File: src/sv/rainbow_trapezoid_color_wheel_macros.svh
// Assertion macros shared by the colour wheel RTL.
`ifndef RAINBOW_TRAPEZOID_COLOR_WHEEL_MACROS_SVH
`define RAINBOW_TRAPEZOID_COLOR_WHEEL_MACROS_SVH

// Implication checked at every clock edge outside reset.
`define RTCW_ASSERT_IMPL(lbl, ante, cons, msg) \
  lbl: assert property (@(posedge clk_i) disable iff (!rst_ni) (ante) |-> (cons)) \
    else $error(msg);

// Implication whose consequent is checked in the cycle after the antecedent.
`define RTCW_ASSERT_NEXT(lbl, ante, cons, msg) \
  lbl: assert property (@(posedge clk_i) disable iff (!rst_ni) (ante) |=> (cons)) \
    else $error(msg);

`endif

File: src/sv/rtcw_pkg.sv
// Shared types and constants of the colour wheel.
package rtcw_pkg;

  localparam int unsigned STEP_W     = 16;
  localparam int unsigned BLEND_W    = 9;
  localparam int unsigned DIR_W      = 2;
  localparam int unsigned LEVEL_W    = 8;
  localparam int unsigned CFG_IDX_W  = 8;
  localparam int unsigned CFG_DATA_W = 16;
  localparam int unsigned QBITS      = 9;
  localparam int unsigned CNT_W      = 4;

  localparam logic [CFG_IDX_W-1:0] CFG_PHASE_STEP = 8'd0;
  localparam logic [CFG_IDX_W-1:0] CFG_BLEND      = 8'd1;

  localparam logic [STEP_W-1:0]  STEP_RESET  = 16'd1311;
  localparam logic [BLEND_W-1:0] BLEND_RESET = 9'd256;
  localparam logic [BLEND_W-1:0] BLEND_MAX   = 9'd256;

  localparam logic [DIR_W-1:0] DIR_FWD = 2'b01;
  localparam logic [DIR_W-1:0] DIR_BWD = 2'b11;

  typedef enum logic [3:0] {
    S_IDLE  = 4'b0001,
    S_LEVEL = 4'b0010,
    S_DIV   = 4'b0100,
    S_DONE  = 4'b1000
  } state_e;

  typedef struct packed {
    logic busy;
    logic done;
  } div_stat_t;

endpackage

File: src/sv/rtcw_if.sv
// Handshake interfaces for the tick, configuration and level channels.
interface rtcw_in_if;
  logic                                valid;
  logic                                ready;
  logic signed [rtcw_pkg::DIR_W-1:0]   direction;
  modport source (output valid, output direction, input ready);
  modport sink (input valid, input direction, output ready);
endinterface

interface rtcw_cfg_if;
  logic                              valid;
  logic                              ready;
  logic [rtcw_pkg::CFG_IDX_W-1:0]    index;
  logic [rtcw_pkg::CFG_DATA_W-1:0]   data;
  modport source (output valid, output index, output data, input ready);
  modport sink (input valid, input index, input data, output ready);
endinterface

interface rtcw_out_if;
  logic                            valid;
  logic                            ready;
  logic [rtcw_pkg::LEVEL_W-1:0]    red_level;
  logic [rtcw_pkg::LEVEL_W-1:0]    green_level;
  logic [rtcw_pkg::LEVEL_W-1:0]    blue_level;
  modport source (output valid, output red_level, output green_level, output blue_level,
                  input ready);
  modport sink (input valid, input red_level, input green_level, input blue_level,
                output ready);
endinterface

File: src/sv/rtcw_div.sv
// Restoring divider that produces one quotient bit per cycle.
module rtcw_div #(
  parameter int unsigned DW = 34
) (
  input  logic                          clk_i,
  input  logic                          rst_ni,
  input  logic                          start_i,
  input  logic [DW-1:0]                 num_i,
  input  logic [DW-1:0]                 den_i,
  output logic [rtcw_pkg::QBITS-1:0]    quo_o,
  output rtcw_pkg::div_stat_t           stat_o
);

  logic [DW-1:0]                 rem_q, rem_d;
  logic [DW-1:0]                 dsr_q, dsr_d;
  logic [rtcw_pkg::QBITS-1:0]    quo_q, quo_d;
  logic [rtcw_pkg::CNT_W-1:0]    cnt_q, cnt_d;
  logic                          busy_q, busy_d;
  logic                          done_q, done_d;
  logic                          fits;

  assign fits = rem_q >= dsr_q;

  always_comb begin
    rem_d  = rem_q;
    dsr_d  = dsr_q;
    quo_d  = quo_q;
    cnt_d  = cnt_q;
    busy_d = busy_q;
    done_d = 1'b0;
    if (start_i && !busy_q) begin
      rem_d  = num_i;
      dsr_d  = den_i << (rtcw_pkg::QBITS - 1);
      quo_d  = '0;
      cnt_d  = rtcw_pkg::CNT_W'(rtcw_pkg::QBITS - 1);
      busy_d = 1'b1;
    end else if (busy_q) begin
      if (fits) begin
        rem_d = rem_q - dsr_q;
      end
      quo_d = {quo_q[rtcw_pkg::QBITS-2:0], fits};
      dsr_d = dsr_q >> 1;
      if (cnt_q == '0) begin
        busy_d = 1'b0;
        done_d = 1'b1;
      end else begin
        cnt_d = cnt_q - 1'b1;
      end
    end
  end

  always_ff @(posedge clk_i or negedge rst_ni) begin
    if (!rst_ni) begin
      busy_q <= 1'b0;
      done_q <= 1'b0;
      cnt_q  <= '0;
    end else begin
      busy_q <= busy_d;
      done_q <= done_d;
      cnt_q  <= cnt_d;
    end
  end

  always_ff @(posedge clk_i) begin
    rem_q <= rem_d;
    dsr_q <= dsr_d;
    quo_q <= quo_d;
  end

  assign quo_o       = quo_q;
  assign stat_o.busy = busy_q;
  assign stat_o.done = done_q;

endmodule

File: src/sv/rainbow_trapezoid_color_wheel.sv
// Rainbow colour wheel: phase accumulator, trapezoid channels and normalisation.
//
// Usage: every request on in_i carries a tick direction (+1 forward, -1 back,
// 0 hold). The phase moves by the configured step, wraps by one turn and is
// held within 0..1. Red, green and blue follow trapezoids over the phase and
// are scaled so that the brightest is 255, rounded to nearest.
// Each request yields exactly one request on out_o with the three levels.
// cfg_i writes phase_step (index 0) or blend (index 1); it is always ready.
// The user must write it only while the block is idle; it is not enforced.
// A tick is taken only in the idle state, so a new tick waits until the last
// result has been loaded into the output register. The channels are scaled
// in turn by the single shared restoring divider, which produces a nine bit
// quotient per channel; it is skipped when every level is zero.
// The output register holds a finished result while the receiver stalls;
// the next tick is still taken and worked on, and waits for the register.
// Reset clears the phase, loads phase_step 1311 and blend 256 and empties
// the output register.
module rainbow_trapezoid_color_wheel #(
  parameter int unsigned PHASE_FRAC_BITS = 16
) (
  input  logic       clk_i,
  input  logic       rst_ni,
  rtcw_in_if.sink    in_i,
  rtcw_cfg_if.sink   cfg_i,
  rtcw_out_if.source out_o
);

`include "rainbow_trapezoid_color_wheel_macros.svh"

  localparam int unsigned PHW = PHASE_FRAC_BITS + 1;
  localparam int unsigned PW  = ((PHASE_FRAC_BITS > rtcw_pkg::STEP_W) ?
                                 PHASE_FRAC_BITS : rtcw_pkg::STEP_W) + 3;
  localparam int unsigned LW  = PHASE_FRAC_BITS + 11;
  localparam int unsigned NW  = PHASE_FRAC_BITS + 9;
  localparam int unsigned DW  = PHASE_FRAC_BITS + 18;
  localparam logic signed [PW-1:0] ONE_S = PW'(1) << PHASE_FRAC_BITS;
  localparam logic [LW-1:0]        THIRD = LW'(1) << (PHASE_FRAC_BITS + 8);

  rtcw_pkg::state_e               state_q, state_d;
  logic [rtcw_pkg::STEP_W-1:0]    step_q;
  logic [rtcw_pkg::BLEND_W-1:0]   blend_q;
  logic [PHW-1:0]                 phase_q, phase_d;
  logic [NW-1:0]                  lvl_q [3];
  logic [NW-1:0]                  max_q;
  logic [1:0]                     ch_q, ch_d;
  logic [rtcw_pkg::LEVEL_W-1:0]   res_q [3];
  logic [rtcw_pkg::LEVEL_W-1:0]   red_q, green_q, blue_q;
  logic                           out_valid_q;
  logic                           in_acc, out_load;

  logic [rtcw_pkg::BLEND_W-1:0]   b_sat;
  logic [LW-1:0]                  q_ph, w_lw, den_lw;
  logic [LW-1:0]                  r_lw, g_lw, bl_lw, m_lw;

  logic                           div_start;
  logic [DW-1:0]                  div_num, div_den;
  logic [rtcw_pkg::QBITS-1:0]     div_quo;
  rtcw_pkg::div_stat_t            div_st;

  function automatic logic [LW-1:0] trap_level(logic [LW-1:0] q, logic [LW-1:0] start,
                                               logic [LW-1:0] t, logic [LW-1:0] w,
                                               logic [LW-1:0] den);
    logic [LW-1:0] lvl;
    lvl = '0;
    if (q >= start && q < start + w) begin
      lvl = q - start;
    end else if (q >= start + w && q < start + t) begin
      lvl = den;
    end else if (q >= start + t && q < start + t + w) begin
      lvl = w - (q - (start + t));
    end
    return lvl;
  endfunction

  assign in_acc    = in_i.valid && in_i.ready;
  assign in_i.ready = (state_q == rtcw_pkg::S_IDLE);
  assign cfg_i.ready = 1'b1;
  assign out_load  = (state_q == rtcw_pkg::S_DONE) && (!out_valid_q || out_o.ready);

  // Phase update with one-turn correction and saturation.
  always_comb begin
    logic signed [PW-1:0] p;
    logic signed [PW-1:0] ph_s;
    logic signed [PW-1:0] st_s;
    ph_s = signed'(PW'(phase_q));
    st_s = signed'(PW'(step_q));
    p    = ph_s;
    if (in_i.direction == rtcw_pkg::DIR_FWD) begin
      p = ph_s + st_s;
      if (p > ONE_S) begin
        p = p - ONE_S;
      end
    end else if (in_i.direction == rtcw_pkg::DIR_BWD) begin
      p = ph_s - st_s;
      if (p < 0) begin
        p = p + ONE_S;
      end
    end
    if (p < 0) begin
      p = '0;
    end
    if (p > ONE_S) begin
      p = ONE_S;
    end
    phase_d = p[PHW-1:0];
  end

  // Channel levels on a scale of 768 per turn times one turn.
  always_comb begin
    b_sat  = (blend_q > rtcw_pkg::BLEND_MAX) ? rtcw_pkg::BLEND_MAX : blend_q;
    q_ph   = (LW'(phase_q) << 9) + (LW'(phase_q) << 8);
    w_lw   = LW'(b_sat) << PHASE_FRAC_BITS;
    den_lw = (w_lw != '0) ? w_lw : LW'(1);
    r_lw   = trap_level(q_ph, '0, THIRD, w_lw, den_lw);
    g_lw   = trap_level(q_ph, THIRD, THIRD, w_lw, den_lw);
    if (q_ph >= (THIRD << 1) && q_ph < (THIRD << 1) + w_lw) begin
      bl_lw = q_ph - (THIRD << 1);
    end else if (q_ph >= (THIRD << 1) + w_lw && q_ph <= (THIRD << 1) + THIRD) begin
      bl_lw = den_lw;
    end else if (q_ph < w_lw) begin
      bl_lw = w_lw - q_ph;
    end else begin
      bl_lw = '0;
    end
    m_lw = r_lw;
    if (g_lw > m_lw) begin
      m_lw = g_lw;
    end
    if (bl_lw > m_lw) begin
      m_lw = bl_lw;
    end
  end

  // Rounded scaling: (510 n + m) / (2 m).
  assign div_num   = (DW'(lvl_q[ch_q]) << 9) - (DW'(lvl_q[ch_q]) << 1) + DW'(max_q);
  assign div_den   = DW'(max_q) << 1;
  assign div_start = (state_q == rtcw_pkg::S_DIV) && !div_st.busy && !div_st.done;

  rtcw_div #(
    .DW (DW)
  ) u_div (
    .clk_i   (clk_i),
    .rst_ni  (rst_ni),
    .start_i (div_start),
    .num_i   (div_num),
    .den_i   (div_den),
    .quo_o   (div_quo),
    .stat_o  (div_st)
  );

  always_comb begin
    state_d = state_q;
    ch_d    = ch_q;
    unique case (state_q)
      rtcw_pkg::S_IDLE: begin
        if (in_acc) begin
          state_d = rtcw_pkg::S_LEVEL;
        end
      end
      rtcw_pkg::S_LEVEL: begin
        ch_d    = '0;
        state_d = (m_lw == '0) ? rtcw_pkg::S_DONE : rtcw_pkg::S_DIV;
      end
      rtcw_pkg::S_DIV: begin
        if (div_st.done) begin
          if (ch_q == 2'd2) begin
            state_d = rtcw_pkg::S_DONE;
          end else begin
            ch_d = ch_q + 1'b1;
          end
        end
      end
      rtcw_pkg::S_DONE: begin
        if (out_load) begin
          state_d = rtcw_pkg::S_IDLE;
        end
      end
      default: state_d = rtcw_pkg::S_IDLE;
    endcase
  end

  always_ff @(posedge clk_i or negedge rst_ni) begin
    if (!rst_ni) begin
      state_q     <= rtcw_pkg::S_IDLE;
      ch_q        <= '0;
      phase_q     <= '0;
      step_q      <= rtcw_pkg::STEP_RESET;
      blend_q     <= rtcw_pkg::BLEND_RESET;
      out_valid_q <= 1'b0;
    end else begin
      state_q <= state_d;
      ch_q    <= ch_d;
      if (in_acc) begin
        phase_q <= phase_d;
      end
      if (cfg_i.valid && cfg_i.ready) begin
        if (cfg_i.index == rtcw_pkg::CFG_PHASE_STEP) begin
          step_q <= cfg_i.data[rtcw_pkg::STEP_W-1:0];
        end else if (cfg_i.index == rtcw_pkg::CFG_BLEND) begin
          blend_q <= cfg_i.data[rtcw_pkg::BLEND_W-1:0];
        end
      end
      if (out_load) begin
        out_valid_q <= 1'b1;
      end else if (out_o.ready) begin
        out_valid_q <= 1'b0;
      end
    end
  end

  always_ff @(posedge clk_i) begin
    if (state_q == rtcw_pkg::S_LEVEL) begin
      lvl_q[0] <= r_lw[NW-1:0];
      lvl_q[1] <= g_lw[NW-1:0];
      lvl_q[2] <= bl_lw[NW-1:0];
      max_q    <= m_lw[NW-1:0];
      res_q[0] <= '0;
      res_q[1] <= '0;
      res_q[2] <= '0;
    end
    if (state_q == rtcw_pkg::S_DIV && div_st.done) begin
      res_q[ch_q] <= div_quo[rtcw_pkg::LEVEL_W-1:0];
    end
    if (out_load) begin
      red_q   <= res_q[0];
      green_q <= res_q[1];
      blue_q  <= res_q[2];
    end
  end

  assign out_o.valid       = out_valid_q;
  assign out_o.red_level   = red_q;
  assign out_o.green_level = green_q;
  assign out_o.blue_level  = blue_q;

  `RTCW_ASSERT_NEXT(a_phase_range, in_acc, phase_q <= PHW'(ONE_S), "phase left 0..1")
  `RTCW_ASSERT_IMPL(a_div_state, div_st.done, state_q == rtcw_pkg::S_DIV, "stray divider result")
  `RTCW_ASSERT_IMPL(a_quo_range, div_st.done, div_quo[rtcw_pkg::QBITS-1] == 1'b0,
                    "scaled level above 255")
  `RTCW_ASSERT_NEXT(a_load_valid, out_load, out_valid_q && state_q == rtcw_pkg::S_IDLE,
                    "result not presented after load")

endmodule
File: src/flat_wrapper.sv
// flat-port wrapper written by rule: the top's interface ports become plain ports
module rainbow_trapezoid_color_wheel_flat 
#(
  parameter int unsigned PHASE_FRAC_BITS = 16
)
  (clk_i, rst_ni, in_i_valid, in_i_direction, in_i_ready, cfg_i_valid, cfg_i_index, cfg_i_data, cfg_i_ready, out_o_valid, out_o_red_level, out_o_green_level, out_o_blue_level, out_o_ready);
  rtcw_in_if in_i_i ();
  rtcw_cfg_if cfg_i_i ();
  rtcw_out_if out_o_i ();
  input  logic clk_i;
  input  logic rst_ni;
  input wire logic [$bits(in_i_i.valid)-1:0] in_i_valid;
  input wire logic [$bits(in_i_i.direction)-1:0] in_i_direction;
  output wire logic [$bits(in_i_i.ready)-1:0] in_i_ready;
  input wire logic [$bits(cfg_i_i.valid)-1:0] cfg_i_valid;
  input wire logic [$bits(cfg_i_i.index)-1:0] cfg_i_index;
  input wire logic [$bits(cfg_i_i.data)-1:0] cfg_i_data;
  output wire logic [$bits(cfg_i_i.ready)-1:0] cfg_i_ready;
  output wire logic [$bits(out_o_i.valid)-1:0] out_o_valid;
  output wire logic [$bits(out_o_i.red_level)-1:0] out_o_red_level;
  output wire logic [$bits(out_o_i.green_level)-1:0] out_o_green_level;
  output wire logic [$bits(out_o_i.blue_level)-1:0] out_o_blue_level;
  input wire logic [$bits(out_o_i.ready)-1:0] out_o_ready;
  assign in_i_i.valid = in_i_valid;
  assign in_i_i.direction = in_i_direction;
  assign in_i_ready = in_i_i.ready;
  assign cfg_i_i.valid = cfg_i_valid;
  assign cfg_i_i.index = cfg_i_index;
  assign cfg_i_i.data = cfg_i_data;
  assign cfg_i_ready = cfg_i_i.ready;
  assign out_o_valid = out_o_i.valid;
  assign out_o_red_level = out_o_i.red_level;
  assign out_o_green_level = out_o_i.green_level;
  assign out_o_blue_level = out_o_i.blue_level;
  assign out_o_i.ready = out_o_ready;
  rainbow_trapezoid_color_wheel #(.PHASE_FRAC_BITS(PHASE_FRAC_BITS)) u_core (.clk_i(clk_i), .rst_ni(rst_ni), .in_i(in_i_i), .cfg_i(cfg_i_i), .out_o(out_o_i));
endmodule
File: config.mk
export PLATFORM = sky130hd
export DESIGN_NAME = rainbow_trapezoid_color_wheel_flat
export DESIGN_NICKNAME = d
export VERILOG_FILES = /design/src/sv/rtcw_pkg.sv /design/src/sv/rtcw_if.sv /design/src/sv/rtcw_div.sv /design/src/sv/rainbow_trapezoid_color_wheel.sv /design/src/flat_wrapper.sv
export VERILOG_INCLUDE_DIRS = /design/src /design/src/sv
export SDC_FILE = /design/constraint.sdc
export NUM_CORES = 1
export LEC_CHECK = 0
export ABC_AREA = 1
export BUFFER_PORTS_ARGS = -buffer_cell sky130_fd_sc_hd__buf_2
export CORE_ASPECT_RATIO = 0.8
export CORE_UTILIZATION = 25
export DETAILED_ROUTE_END_ITERATION = 8
export HOLD_SLACK_MARGIN = 0.15
export PLACE_DENSITY_LB_ADDON = 0.12
export SETUP_SLACK_MARGIN = 0.02
export SLEW_MARGIN = 15
export SYNTH_ARGS = -nofsm -noshare
export SYNTH_HDL_FRONTEND = slang
export SYNTH_SLANG_ARGS = --single-unit
File: constraint.sdc
create_clock -name clk_i -period 16.8 [get_ports clk_i]
set_input_delay 2.52 -clock clk_i [delete_from_list [all_inputs] [get_ports clk_i]]
set_output_delay 2.52 -clock clk_i [all_outputs]
set_load 0.005 [all_outputs]
== Yosys cells after proc, flatten, opt, wreduce, memory -nomap -nowiden ==
Memories as Yosys holds them, arrays and structs flattened. A register that Yosys moved wholly into a read port is not among the register bits.
Cells that the tools add are included.

* $add $sub $neg: 17
* Order comparisons: 20
* Eq/ne operators: 14
* Mux-type cells: 51
* Bitwise logic cells: 1
* Reductions and logical operators: 31

{| class="wikitable"
|+ Operators with widths
! cell !! count
|-
| 27-bit two-way mux || 11
|-
| 34-bit two-way mux || 5
|-
| 19-bit two-way mux || 5
|-
| 25-bit by 27-bit subtractor with 27-bit output || 3
|-
| 27-bit greater-or-equal comparator || 2
|-
| 27-bit > comparator || 2
|-
| 27-bit < comparator || 2
|-
| 19-bit by 18-bit > comparator with 1-bit output, second input constant || 2
|-
| 34-bit by 25-bit adder with 34-bit output || 1
|-
| 34-bit greater-or-equal comparator || 1
|-
| 34-bit by 26-bit subtractor with 34-bit output || 1
|-
| 34-bit subtractor || 1
|-
| 4-bit two-way mux || 8
|-
| 26-bit by 25-bit adder with 27-bit output || 1
|-
| 26-bit by 25-bit adder with 27-bit output, first input constant || 1
|-
| 27-bit by 1-bit greater-or-equal comparator with 1-bit output, second input constant || 1
|-
| 27-bit by 25-bit greater-or-equal comparator with 1-bit output || 1
|-
| 27-bit by 25-bit greater-or-equal comparator with 1-bit output, second input constant || 1
|-
| 27-bit by 26-bit greater-or-equal comparator with 1-bit output, second input constant || 1
|-
| 27-bit by 26-bit <= comparator with 1-bit output, second input constant || 1
|-
| 27-bit zero test || 1
|-
| 27-bit by 25-bit < comparator with 1-bit output || 1
|-
| 27-bit by 25-bit < comparator with 1-bit output, second input constant || 1
|-
| 27-bit by 26-bit < comparator with 1-bit output, second input constant || 1
|-
| other kinds (41) || 79
|}

* Bits in registers: 156
* Bits in writable memories: 99
* Input bits: 31
* Output and inout port bits: 27
* Logic and storage cells: 150
* Memories: 2

{| class="wikitable"
|+ Memories
! memory !! depth !! bits a word !! rd ports !! clocked after memory_dff !! wr ports !! line !! text
|-
| u_core.lvl_q || 3 || 25 || 1 || 0 || 3 || rainbow_trapezoid_color_wheel.sv:43 || <nowiki>logic [NW-1:0] lvl_q [3];</nowiki>
|-
| u_core.res_q || 3 || 8 || 3 || 3 || 3 || rainbow_trapezoid_color_wheel.sv:46 || <nowiki>logic [rtcw_pkg::LEVEL_W-1:0] res_q [3];</nowiki>
|}

== Depth between registers and ports, before layout ==
Gate-level depths: netlist of the first run.

* Depth after elaboration: 15
* Depth in mapped cells: 64
* Mapped depth without buffers: 62

== Modules after synthesis ==
Synthesis of the first run repeated with hierarchy kept, for this count alone.

* Cells, all modules: 2,965
* Area, all modules: 21,481.9 um2

{| class="wikitable"
|+ Modules (own cells, without submodules)
! module !! instances !! cells an instance !! area an instance (um2) !! sequential area each (um2)
|-
| rainbow_trapezoid_color_wheel || 1 || 2,174 || 15,745.1 || 4,840.9
|-
| rtcw_div || 1 || 791 || 5,736.8 || 2,292.2
|}

== Worst setup path after synthesis of the first run ==
Ideal clock, no wire load.

* Path kind: register to register
* From: register u_core.phase_q[1]
* To: register u_core.state_q[3]
* Setup time: 0.087 ns
* Arrival time: 7.817 ns
* Required time: 16.713 ns
* Setup slack: 8.895 ns
* Cell stages (with the launch flop): 63
* Buffers on the path: 5
* Clock period less this slack: 7.905 ns
* Cell sequence: dfrtp_1 ha_1 inv_1 fa_1 inv_1 nand2_2 nand2_1 nand3_2 nand2_2 nand3_1 nand2_1 nand2_1 nand2_1 inv_1 ha_1 clkbuf_1 nand2_1 nor2_1 [... 27 more ...] a21oi_1 nor2_1 o21ai_0 nand2_1 nand3_1 inv_1 or2_2 nand2_1 clkbuf_1 buf_2 nand3_1 nand2_1 nand3_1 nor2_1 nand2_1 nor2_1 nand3_1 nand2_1

* Cells in the longest elaborated chain, start to end: 13
* Elaborated cells between the ends (all ways): 40
* Those cells by class: 6 x add/sub; 14 x order compare; 13 x mux; 7 x reduce/logical

{| class="wikitable"
|+ Ends and longest elaborated chain
! what !! line !! text
|-
| from (decl) || rainbow_trapezoid_color_wheel.sv:42 || <nowiki>logic [PHW-1:0] phase_q, phase_d;</nowiki>
|-
| from (signal assigned) || rainbow_trapezoid_color_wheel.sv:194 || <nowiki>phase_q <= phase_d;</nowiki>
|-
| 26-bit by 25-bit adder with 27-bit output (*) || rainbow_trapezoid_color_wheel.sv:111 || <nowiki>q_ph = (LW'(phase_q) << 9) + (LW'(phase_q) << 8);</nowiki>
|-
| 27-bit by 26-bit subtractor with 27-bit output, or another cell as far along || rainbow_trapezoid_color_wheel.sv:70, rainbow_trapezoid_color_wheel.sv:117 ||
|-
| 25-bit by 27-bit subtractor with 27-bit output, or another cell as far along || rainbow_trapezoid_color_wheel.sv:70 || <nowiki>lvl = w - (q - (start + t));</nowiki>
|-
| 27-bit two-way mux || rainbow_trapezoid_color_wheel.sv:69 || <nowiki>end else if (q >= start + t && q < start + t + w) begin</nowiki>
|-
| 27-bit two-way mux || rainbow_trapezoid_color_wheel.sv:67 || <nowiki>end else if (q >= start + w && q < start + t) begin</nowiki>
|-
| 27-bit two-way mux || rainbow_trapezoid_color_wheel.sv:65 || <nowiki>if (q >= start && q < start + w) begin</nowiki>
|-
| 27-bit > comparator || rainbow_trapezoid_color_wheel.sv:126 || <nowiki>if (g_lw > m_lw) begin</nowiki>
|-
| 27-bit two-way mux || rainbow_trapezoid_color_wheel.sv:126 ||
|-
| 27-bit > comparator || rainbow_trapezoid_color_wheel.sv:129 || <nowiki>if (bl_lw > m_lw) begin</nowiki>
|-
| 27-bit two-way mux (*) || rainbow_trapezoid_color_wheel.sv:129 ||
|-
| 27-bit zero test (*) || rainbow_trapezoid_color_wheel.sv:162 || <nowiki>state_d = (m_lw == '0) ? rtcw_pkg::S_DONE : rtcw_pkg::S_DIV;</nowiki>
|-
| 4-bit two-way mux (*) || rainbow_trapezoid_color_wheel.sv:162 ||
|-
| 4-bit one-hot mux with 4 select lines (*) || rainbow_trapezoid_color_wheel.sv:154 || <nowiki>unique case (state_q)</nowiki>
|-
| to (signal assigned) || rainbow_trapezoid_color_wheel.sv:184 || <nowiki>state_q <= rtcw_pkg::S_IDLE;</nowiki>
|-
| to (signal assigned) || rainbow_trapezoid_color_wheel.sv:191 || <nowiki>state_q <= state_d;</nowiki>
|-
| to (decl) || rainbow_trapezoid_color_wheel.sv:39 || <nowiki>rtcw_pkg::state_e state_q, state_d;</nowiki>
|}

Every way passes the cells marked *; elsewhere a longest branch is shown, timed or not.
A chain may end at the register's enable or synchronous reset.

== Worst setup path after layout of the first run ==
* From: register u_core.phase_q[0]
* To: register u_core.state_q[2]

* Cells in the longest elaborated chain, start to end: 13
* Elaborated cells between the ends (all ways): 40
* Those cells by class: 6 x add/sub; 14 x order compare; 13 x mux; 7 x reduce/logical

{| class="wikitable"
|+ Ends and longest elaborated chain
! what !! line !! text
|-
| 26-bit by 25-bit adder with 27-bit output (*) || rainbow_trapezoid_color_wheel.sv:111 ||
|-
| 27-bit by 26-bit subtractor with 27-bit output, or another cell as far along || rainbow_trapezoid_color_wheel.sv:70, rainbow_trapezoid_color_wheel.sv:117 ||
|-
| 25-bit by 27-bit subtractor with 27-bit output, or another cell as far along || rainbow_trapezoid_color_wheel.sv:70 ||
|-
| 27-bit two-way mux || rainbow_trapezoid_color_wheel.sv:69 ||
|-
| 27-bit two-way mux || rainbow_trapezoid_color_wheel.sv:67 ||
|-
| 27-bit two-way mux || rainbow_trapezoid_color_wheel.sv:65 ||
|-
| 27-bit > comparator || rainbow_trapezoid_color_wheel.sv:126 ||
|-
| 27-bit two-way mux || rainbow_trapezoid_color_wheel.sv:126 ||
|-
| 27-bit > comparator || rainbow_trapezoid_color_wheel.sv:129 ||
|-
| 27-bit two-way mux (*) || rainbow_trapezoid_color_wheel.sv:129 ||
|-
| net u_core.m_lw[8] || rainbow_trapezoid_color_wheel.sv:53 || <nowiki>logic [LW-1:0] r_lw, g_lw, bl_lw, m_lw;</nowiki>
|-
| 27-bit zero test (*) || rainbow_trapezoid_color_wheel.sv:162 ||
|-
| 4-bit two-way mux (*) || rainbow_trapezoid_color_wheel.sv:162 ||
|-
| 4-bit one-hot mux with 4 select lines (*) || rainbow_trapezoid_color_wheel.sv:154 ||
|}

Mark *: on every way through the listed nets, which the timed path passes. The rest lies on a longest branch.

==> impl_metrics.py, run 1 <==
metrics = {
    "clocking": {
        "post_cts_resize_count": 0,
        "cts-root-buf": "clkbuf_16",
        "path_clk_slew_ns": 0.06,
        "cts_inserted_buffers": 35,
        "postCtsHoldBufs": 0,
        "cts_tree": "built",
        "clockBufferDepth": 3,
        "h-tree-depth": 2,
        "post_cts_buffers": 0,
        "cts_num_sinks": 251,
        "clock_latency_ns": 0.56,
    },
    "critical_path": {
        "crit_slowest_cell": "clkinv_1",
        "worstPathArrival_ns": 12.67,
        "crit_family": "simple AND/OR/NAND/NOR gates",
        "path_buf_inv": 9,
        "required_ns": 17.21,
        "critPathMaxFanout": 29,
        "start_kind": "flip-flop",
        "endpoint_kind": "flip-flop",
        "critPathKind": "reg -> reg",
        "reg2reg_slack_ns": 4.54,
        "critPathMaxStageDelay_ns": 0.80,
        "crit_top_cell": "nand2_1",
    },
    "die": {
        "initial_utilization_pct": 25.4,
        "rows": 93,
        "die_w_um": 323,
        "boundaryPins": 58,
        "core_um2": 81100,
        "die_y_um": 259,
        "fp.dieArea_um2": 83700,
    },
    "yosys": {
        "synth_most_common_cell": "nand2_1",
        "yosysTopAreaCellShare_pct": 26.1,
        "synth_warnings": 0,
        "synth-seq-area-share_pct": 34.4,
        "synth_largest_area_cell": "edfxtp_1",
        "syn_inst": 2761,
        "yosys_register_bits": 251,
        "ys_types": 67,
        "synth_common_cells": "nand2_1 (655), inv_1 (410), nor2_1 (228)",
        "synthesis.area_um2": 20600,
        "avgSynthCellArea_um2": 7.47,
        "synthArstFlopShare_pct": 21.9,
        "synth-edff-count": 179,
        "synth_fp_nets": 2995,
        "synthTopCellsByArea": "edfxtp_1 (26%), nand2_1 (12%), ha_1 (12%)",
        "synth_ff_type": "edfxtp_1",
    },
    "timing": {
        "timing.fmax_mhz": 81.6,
        "hold_viol": 0,
        "rsz0062_at_grt": "false",
        "maxSlewViolCount": 0,
        "whs_ns": 0.416,
        "setup_viol": 0,
        "maxSlewHeadroom_pct": 22.3,
        "tns_ns": 0,
        "fin_crit_ns": 12.26,
        "fin_crit_sh_pct": 73.0,
        "worst_pin_slew_ns": 1.15,
        "skew_ns": 0.0233,
    },
    "final_layout": {
        "layout-drive-gt1-share_pct": 8.74,
        "antennaDiodeCount": 0,
        "utilization_pct": 28.7,
        "area_growth_pct": 12.9,
        "final_nets": 3033,
    },
    "routing": {
        "first_pass_iters": 5,
        "drtIter0Drc": 1660,
        "drt-total-wl_um": 79100,
        "num_vias": 18900,
        "vias_per_cell": 4.82,
        "post_drt_wl_per_cell_um": 20.2,
        "drcViolationCount": 0,
        "ant_nets": 0,
    },
    "global_routing": {
        "grt_max_degree": 56,
        "grt_overflow": 0,
        "grt_pass1_wl_um": 118000,
        "grt_pass1_vias": 18000,
        "antenna_found_initial": 1,
        "grtUsageTotal_pct": 18.9,
    },
    "hold_path": {
        "min_path_type": "reg -> reg",
    },
    "status": {
        "status": "completed",
    },
    "run": {
        "cap_violations": 0,
    },
    "place": {
        "dp_hpwl_um": 63500,
        "gp_congestion": 0.951,
        "port_buffers": 56,
    },
}
==> registers in the layout (all words and copies together) (netlist names), 8 cells and up <==
signal              flops
out_o_blue_level        8
out_o_green_level       8
out_o_red_level         8
u_core.blend_q          9
u_core.lvl_q           54
u_core.max_q           18
u_core.phase_q         17
u_core.res_q           24
u_core.step_q          16
u_core.u_div.dsr_q     34
u_core.u_div.quo_o      8
u_core.u_div.rem_q     34
==> worst paths after layout <==
kind | startpoint | endpoint | depth (start not counted)
worst max-delay path | u_core.phase_q[0] | u_core.state_q[2] | 56
worst min-delay path | u_core.res_q[0][0] | out_o_red_level[0] | 0
worst max register to register | u_core.phase_q[0] | u_core.state_q[2] | 56
worst min register to register | u_core.res_q[0][0] | out_o_red_level[0] | 0
max in group asynchronous | rst_ni | u_core.u_div.done_q | 2
min in group asynchronous | rst_ni | u_core.blend_q[3] | 2
==> per-layer routing <==
layer  track usage [%]  wire [um]  vias up
li1                  -          -     9257
met1              31.2      43800     9041
met2              24.9      29500      496
met3              2.82       4700       69
met4              3.54       1120        0
met5                 0          0        -
==> cells in the final DEF (no fill, tap or decap), types with 50 or more instances in the layout <==
master    count
nor2_1      226
buf_2        56
ha_1        190
o21ai_0     162
inv_1       410
edfxtp_1    179
xor2_1       50
nand3_1     174
a21oi_1     195
nand2_1     655
==> cells by family after synthesis <==
| kind of cell | after synthesis | share of synthesized area, % |
|---|---|---|
| buf+inv | 504 | 9.59 |
| mux | 1 | 0.0546 |
| simple gates | 1225 | 26.0 |
| flops | 251 | 34.4 |
| other cells | 1 | 0.0182 |
| xor+xnor | 61 | 2.59 |
| compound gates | 515 | 14.5 |
| fa+ha+maj | 203 | 12.8 |
==> metrics by stage <==
step | setup WS (ns) | std cells | instance area [um2]
2_1_floorplan | 8.90 | 2761 | 20600
3_3_place_gp | 4.86 | 3854 | 22100
3_5_place_dp | 4.84 | 3854 | 22100
4_1_cts | 4.79 | 3917 | 23300
5_1_grt | 3.62 | 3917 | 23300
6_report | 4.54 | 3917 | 23300
==> layout make-up <==
cell class	instances	area [um2]
timing repair buffer	74	415
tap	1092	1370
inverter	431	1620
clock buffer	42	932
clock inverter	21	289
fill	8860	57800
multi-input combinational	2006	11600
sequential	251	7100
==> worst register-to-register path, delay by kind of cell, from the launching register on <==
family                     cells  cell delay, ns
AOI/OAI and AO/OA              7            1.78
adders and majority gates      5            1.70
and+or+nand+nor               35            5.20
DFF                            1            0.61
buffers and inverters          9            2.81
Power of run 1 is left out: the tool's default activity adds up to more than one toggle a clock period on the data nets, which glitch-free logic cannot reach.
==> run 2: changes to the inputs <==
Clock period 16.8 ns to 10.5 ns, I/O delays scaled along.
==> impl_metrics.py, run 2 (synthesis results as in run 1) <==
metrics = {
    "clocking": {
        "h-tree-depth": 2,
        "path_clk_slew_ns": 0.06,
        "clock_latency_ns": 0.57,
        "cts_num_sinks": 251,
        "clockBufferDepth": 3,
        "cts_tree": "built",
        "cts-root-buf": "clkbuf_16",
        "cts_inserted_buffers": 34,
    },
    "timing": {
        "maxSlewViolCount": 0,
        "fin_crit_sh_pct": 91.4,
        "worst_pin_slew_ns": 1.25,
        "tns_ns": 0,
        "setup_viol": 0,
        "whs_ns": 0.413,
        "rsz0062_at_grt": "false",
        "hold_viol": 0,
        "skew_ns": 0.0354,
        "timing.fmax_mhz": 104,
        "fin_crit_ns": 9.60,
        "maxSlewHeadroom_pct": 15.5,
    },
    "die": {
        "core_um2": 81100,
        "boundaryPins": 58,
        "rows": 93,
        "initial_utilization_pct": 25.4,
        "fp.dieArea_um2": 83700,
        "die_y_um": 259,
        "die_w_um": 323,
    },
    "final_layout": {
        "area_growth_pct": 13.9,
        "most-common-layout-cells": "nand2_1 (655), inv_1 (410), nor2_1 (225), a21oi_1 (195), ha_1 (190)",
        "final_common_cell": "nand2_1",
        "final-instance-count-excl-fill": 3940,
        "largest_reg_flops": 54,
        "reg_top3": "u_core.lvl_q: 54 flops, u_core.u_div.dsr_q: 34 flops, u_core.u_div.rem_q: 34 flops",
        "regMostFlops": "u_core.lvl_q",
        "utilization_pct": 29.0,
        "layout-drive-gt1-share_pct": 9.63,
        "final_nets": 3054,
        "multi_input_area_um2": 11600,
        "n_fill_cell": 8872,
        "seq_area_um2": 7100,
    },
    "global_routing": {
        "grt_pass1_wl_um": 117000,
        "grtUsageTotal_pct": 18.6,
        "antenna_found_initial": 1,
        "grt_pass1_vias": 17900,
        "grt_max_degree": 56,
        "use_met3_pct": 3.78,
        "grt_use_met1_pct": 30.6,
        "grt_overflow": 0,
        "busiest_layer": "met1",
        "use_met2_pct": 23.7,
    },
    "status": {
        "status": "completed",
    },
    "routing": {
        "drcViolationCount": 0,
        "drt-total-wl_um": 77800,
        "post_drt_wl_per_cell_um": 19.7,
        "num_vias": 18800,
        "vias_per_cell": 4.77,
        "drtIter0Drc": 1734,
        "ant_nets": 0,
        "first_pass_iters": 5,
    },
    "place": {
        "dp_hpwl_um": 63100,
        "port_buffers": 56,
        "placedCellCount": 3867,
        "gp_congestion": 0.953,
    },
    "critical_path": {
        "worstPathArrival_ns": 10.03,
        "start_kind": "flip-flop",
        "critPathKind": "reg -> reg",
        "required_ns": 10.93,
        "endpoint_kind": "flip-flop",
        "crit_slowest_cell": "dfrtp_1",
        "critPathMaxFanout": 16,
        "critPathMaxStageDelay_ns": 0.54,
        "crit_top_cell": "nand2_1",
    },
    "hold_path": {
        "min_path_type": "reg -> reg",
    },
    "run": {
        "cap_violations": 0,
    },
}
run 2: changes by cell type in the layout (fill, tap and decap cells not counted), sizes merged:
cell / delta
clkinv: +1
inv: -3
clkinvlp: +3
buf: +21
bufinv: -1
diode: +2
run 2: per-stage QoR:
step,cell area (um2),setup slack (ns)
finish,23500,0.905
global route,23500,0.0586
CTS,23400,0.336
detailed placement,22200,0.391
global placement,22200,0.396
floorplan,20600,2.60
run 2: path summary, 6_finish.rpt:
kind / to / cells after the start / start / slack [ns]
max: u_core.state_q[2] / 56 / u_core.phase_q[1] / 0.90
min: out_o_red_level[2] / 0 / u_core.res_q[0][2] / 0.41
max reg2reg: u_core.state_q[2] / 56 / u_core.phase_q[1] / 0.90
min reg2reg: out_o_red_level[2] / 0 / u_core.res_q[0][2] / 0.41
max in group asynchronous: u_core.ch_q[1] / 2 / rst_ni / 8.69
min in group asynchronous: u_core.blend_q[3] / 2 / rst_ni / 1.18
run 2: layout make-up:
class	instances	share of cell area, %
flip-flops and latches	251	30.2
clock buffers	42	3.92
repair inverters	1	0.0320
repair buffers	95	2.51
clock inverters	20	1.21
diodes	2	0.0213
inverters	431	6.96
well taps	1092	5.82
multi-input cells	2006	49.3
run 2: timing repair:
action,4_1_cts,5_1_grt
setup buffers,0,8
endpoints found under the setup margin,0,19
hold buffers,0,0
gates resized for setup,0,12
run 2: layer usage:
layer / share of wire, % / vias to the layer above
li1: - / 9302
met4: 1.6 / 0
met1: 55 / 8878
met2: 36 / 525
met3: 7.2 / 73
met5: 0 / -
run 2: critical path: cells and delay by family (launching register included):
kind	cells	cell delay [ns]
fa+ha+maj	5	1.49
buf+inv	12	2.14
simple gates	31	3.94
flops	1	0.54
compound gates	8	1.31
Power of run 2 is left out for the same reason.
==> run 3: changes to the inputs <==
Settings changed: BUFFER_PORTS_ARGS -buffer_cell sky130_fd_sc_hd__buf_2 to default, DONT_BUFFER_PORTS from default to 1.
==> impl_metrics.py, run 3 (synthesis results as in run 1) <==
metrics = {
    "timing": {
        "maxSlewHeadroom_pct": 26.6,
        "fin_crit_ns": 9.68,
        "setup_viol": 0,
        "skew_ns": 0.0342,
        "tns_ns": 0,
        "maxSlewViolCount": 0,
        "rsz0062_at_grt": "false",
        "timing.fmax_mhz": 103,
        "hold_viol": 0,
        "worst_pin_slew_ns": 1.09,
        "fin_crit_sh_pct": 92.2,
    },
    "hold_path": {
        "min_path_type": "reg -> reg",
    },
    "clocking": {
        "postCtsHoldBufs": 0,
        "cts_tree": "built",
        "h-tree-depth": 2,
        "clock_latency_ns": 0.57,
        "cts_inserted_buffers": 34,
        "cts-root-buf": "clkbuf_16",
        "clockBufferDepth": 3,
        "path_clk_slew_ns": 0.06,
        "cts_num_sinks": 251,
    },
    "die": {
        "initial_utilization_pct": 25.4,
        "fp.dieArea_um2": 83700,
        "die_w_um": 323,
        "rows": 93,
        "core_um2": 81100,
        "die_y_um": 259,
        "boundaryPins": 58,
    },
    "critical_path": {
        "endpoint_kind": "flip-flop",
        "required_ns": 11.00,
        "start_kind": "flip-flop",
        "path_buf_inv": 12,
        "critPathMaxFanout": 27,
        "critPathKind": "reg -> reg",
        "crit_family": "simple AND/OR/NAND/NOR gates",
        "critPathMaxStageDelay_ns": 0.55,
        "crit_slowest_cell": "dfrtp_1",
        "crit_top_cell": "nand2_1",
        "reg2reg_slack_ns": 0.82,
        "worstPathArrival_ns": 10.18,
    },
    "final_layout": {
        "regMostFlops": "u_core.lvl_q",
        "n_fill_cell": 8901,
        "multi_input_area_um2": 11600,
        "largest_reg_flops": 54,
        "final_common_cell": "nand2_1",
        "final_nets": 2990,
        "reg_top3": "u_core.lvl_q: 54 flops, u_core.u_div.dsr_q: 34 flops, u_core.u_div.rem_q: 34 flops",
        "area_growth_pct": 11.6,
        "layout-drive-gt1-share_pct": 7.37,
        "seq_area_um2": 7100,
        "most-common-layout-cells": "nand2_1 (655), inv_1 (410), nor2_1 (225), a21oi_1 (195), ha_1 (190)",
    },
    "routing": {
        "first_pass_iters": 5,
        "ant_nets": 0,
        "post_drt_wl_per_cell_um": 20.2,
        "num_vias": 18500,
        "drt-total-wl_um": 78100,
        "drcViolationCount": 0,
        "vias_per_cell": 4.78,
        "drtIter0Drc": 1766,
    },
    "status": {
        "status": "completed",
    },
    "place": {
        "gp_congestion": 0.935,
        "dp_hpwl_um": 63300,
        "port_buffers": 0,
    },
    "run": {
        "cap_violations": 0,
    },
    "global_routing": {
        "grt_pass1_wl_um": 117000,
        "antenna_found_initial": 7,
        "grt_pass1_vias": 17900,
        "grt_overflow": 0,
        "grtUsageTotal_pct": 18.7,
        "grt_max_degree": 61,
    },
}
run 3: changes by cell type in the layout (fill, tap and decap cells not counted), moves of 2 or more:
| cell | before | now |
|---|---|---|
| clkinv_2 | 6 | 2 |
| bufinv_16 | 5 | 2 |
| buf_4 | 37 | 32 |
| buf_2 | 56 | 0 |
| inv_6 | 0 | 2 |
| clkbuf_8 | 4 | 2 |
| clkinv_1 | 7 | 10 |
run 3: path summary, 6_finish.rpt:
kind                               startpoint                   end  cells after the start
min reg2reg                u_core.res_q[1][0]  out_o_green_level[0]                      0
min in group asynchronous              rst_ni        u_core.ch_q[1]                      0
max in group asynchronous              rst_ni     u_core.state_q[0]                      0
max reg2reg                 u_core.phase_q[1]     u_core.state_q[3]                     55
min                        u_core.res_q[1][0]  out_o_green_level[0]                      0
max                         u_core.phase_q[1]     u_core.state_q[3]                     55
run 3: through the flow:
stage / worst slack [ns] / instances / utilization, % / hold slack, ns / area, um2
finish: 0.823 / 3874 / 28.4 / 0.418 / 23000
global route: 0.0599 / 3873 / 28.4 / 0.424 / 23000
CTS: 0.577 / 3870 / 28.3 / 0.406 / 23000
detailed placement: 0.595 / 3809 / 27.0 / 0.405 / 21900
global placement: 0.562 / 3809 / 27.0 / 0.402 / 21900
floorplan: 2.60 / 2761 / - / 0.400 / 20600
run 3: timing repair:
item,in CTS,in global routing
gates resized for setup,0,3
setup buffers,0,3
setup endpoints to repair,0,10
run 3: area by class of cell:
type / instances / share of cell area (%)
antenna: 1 / 0.0109
clock inverter: 21 / 0.995
inverter: 431 / 7.05
clock buffer: 40 / 3.88
tap: 1092 / 5.93
sequential: 251 / 30.9
timing repair buffer: 32 / 1.04
multi-input combinational: 2006 / 50.2
run 3: worst reg2reg max path: cells and delay by family (launching register included):
family,cells,cell delay [ns]
compound gates,5,0.75
fa+ha+maj,5,1.59
flops,1,0.55
buf+inv,12,2.09
simple gates,33,4.64
run 3: per-layer routing:
metal / wire length [um] / GRT usage (%) / part of all wire, % / vias to the layer above
li1: - / - / - / 9163
met1: 42800 / 30.3 / 55 / 8860
met2: 29200 / 24.6 / 37 / 431
met3: 4680 / 3.45 / 6.0 / 71
met4: 1500 / 4.33 / 1.9 / 0
met5: 0 / 0 / 0 / -
Power of run 3 is left out for the same reason.
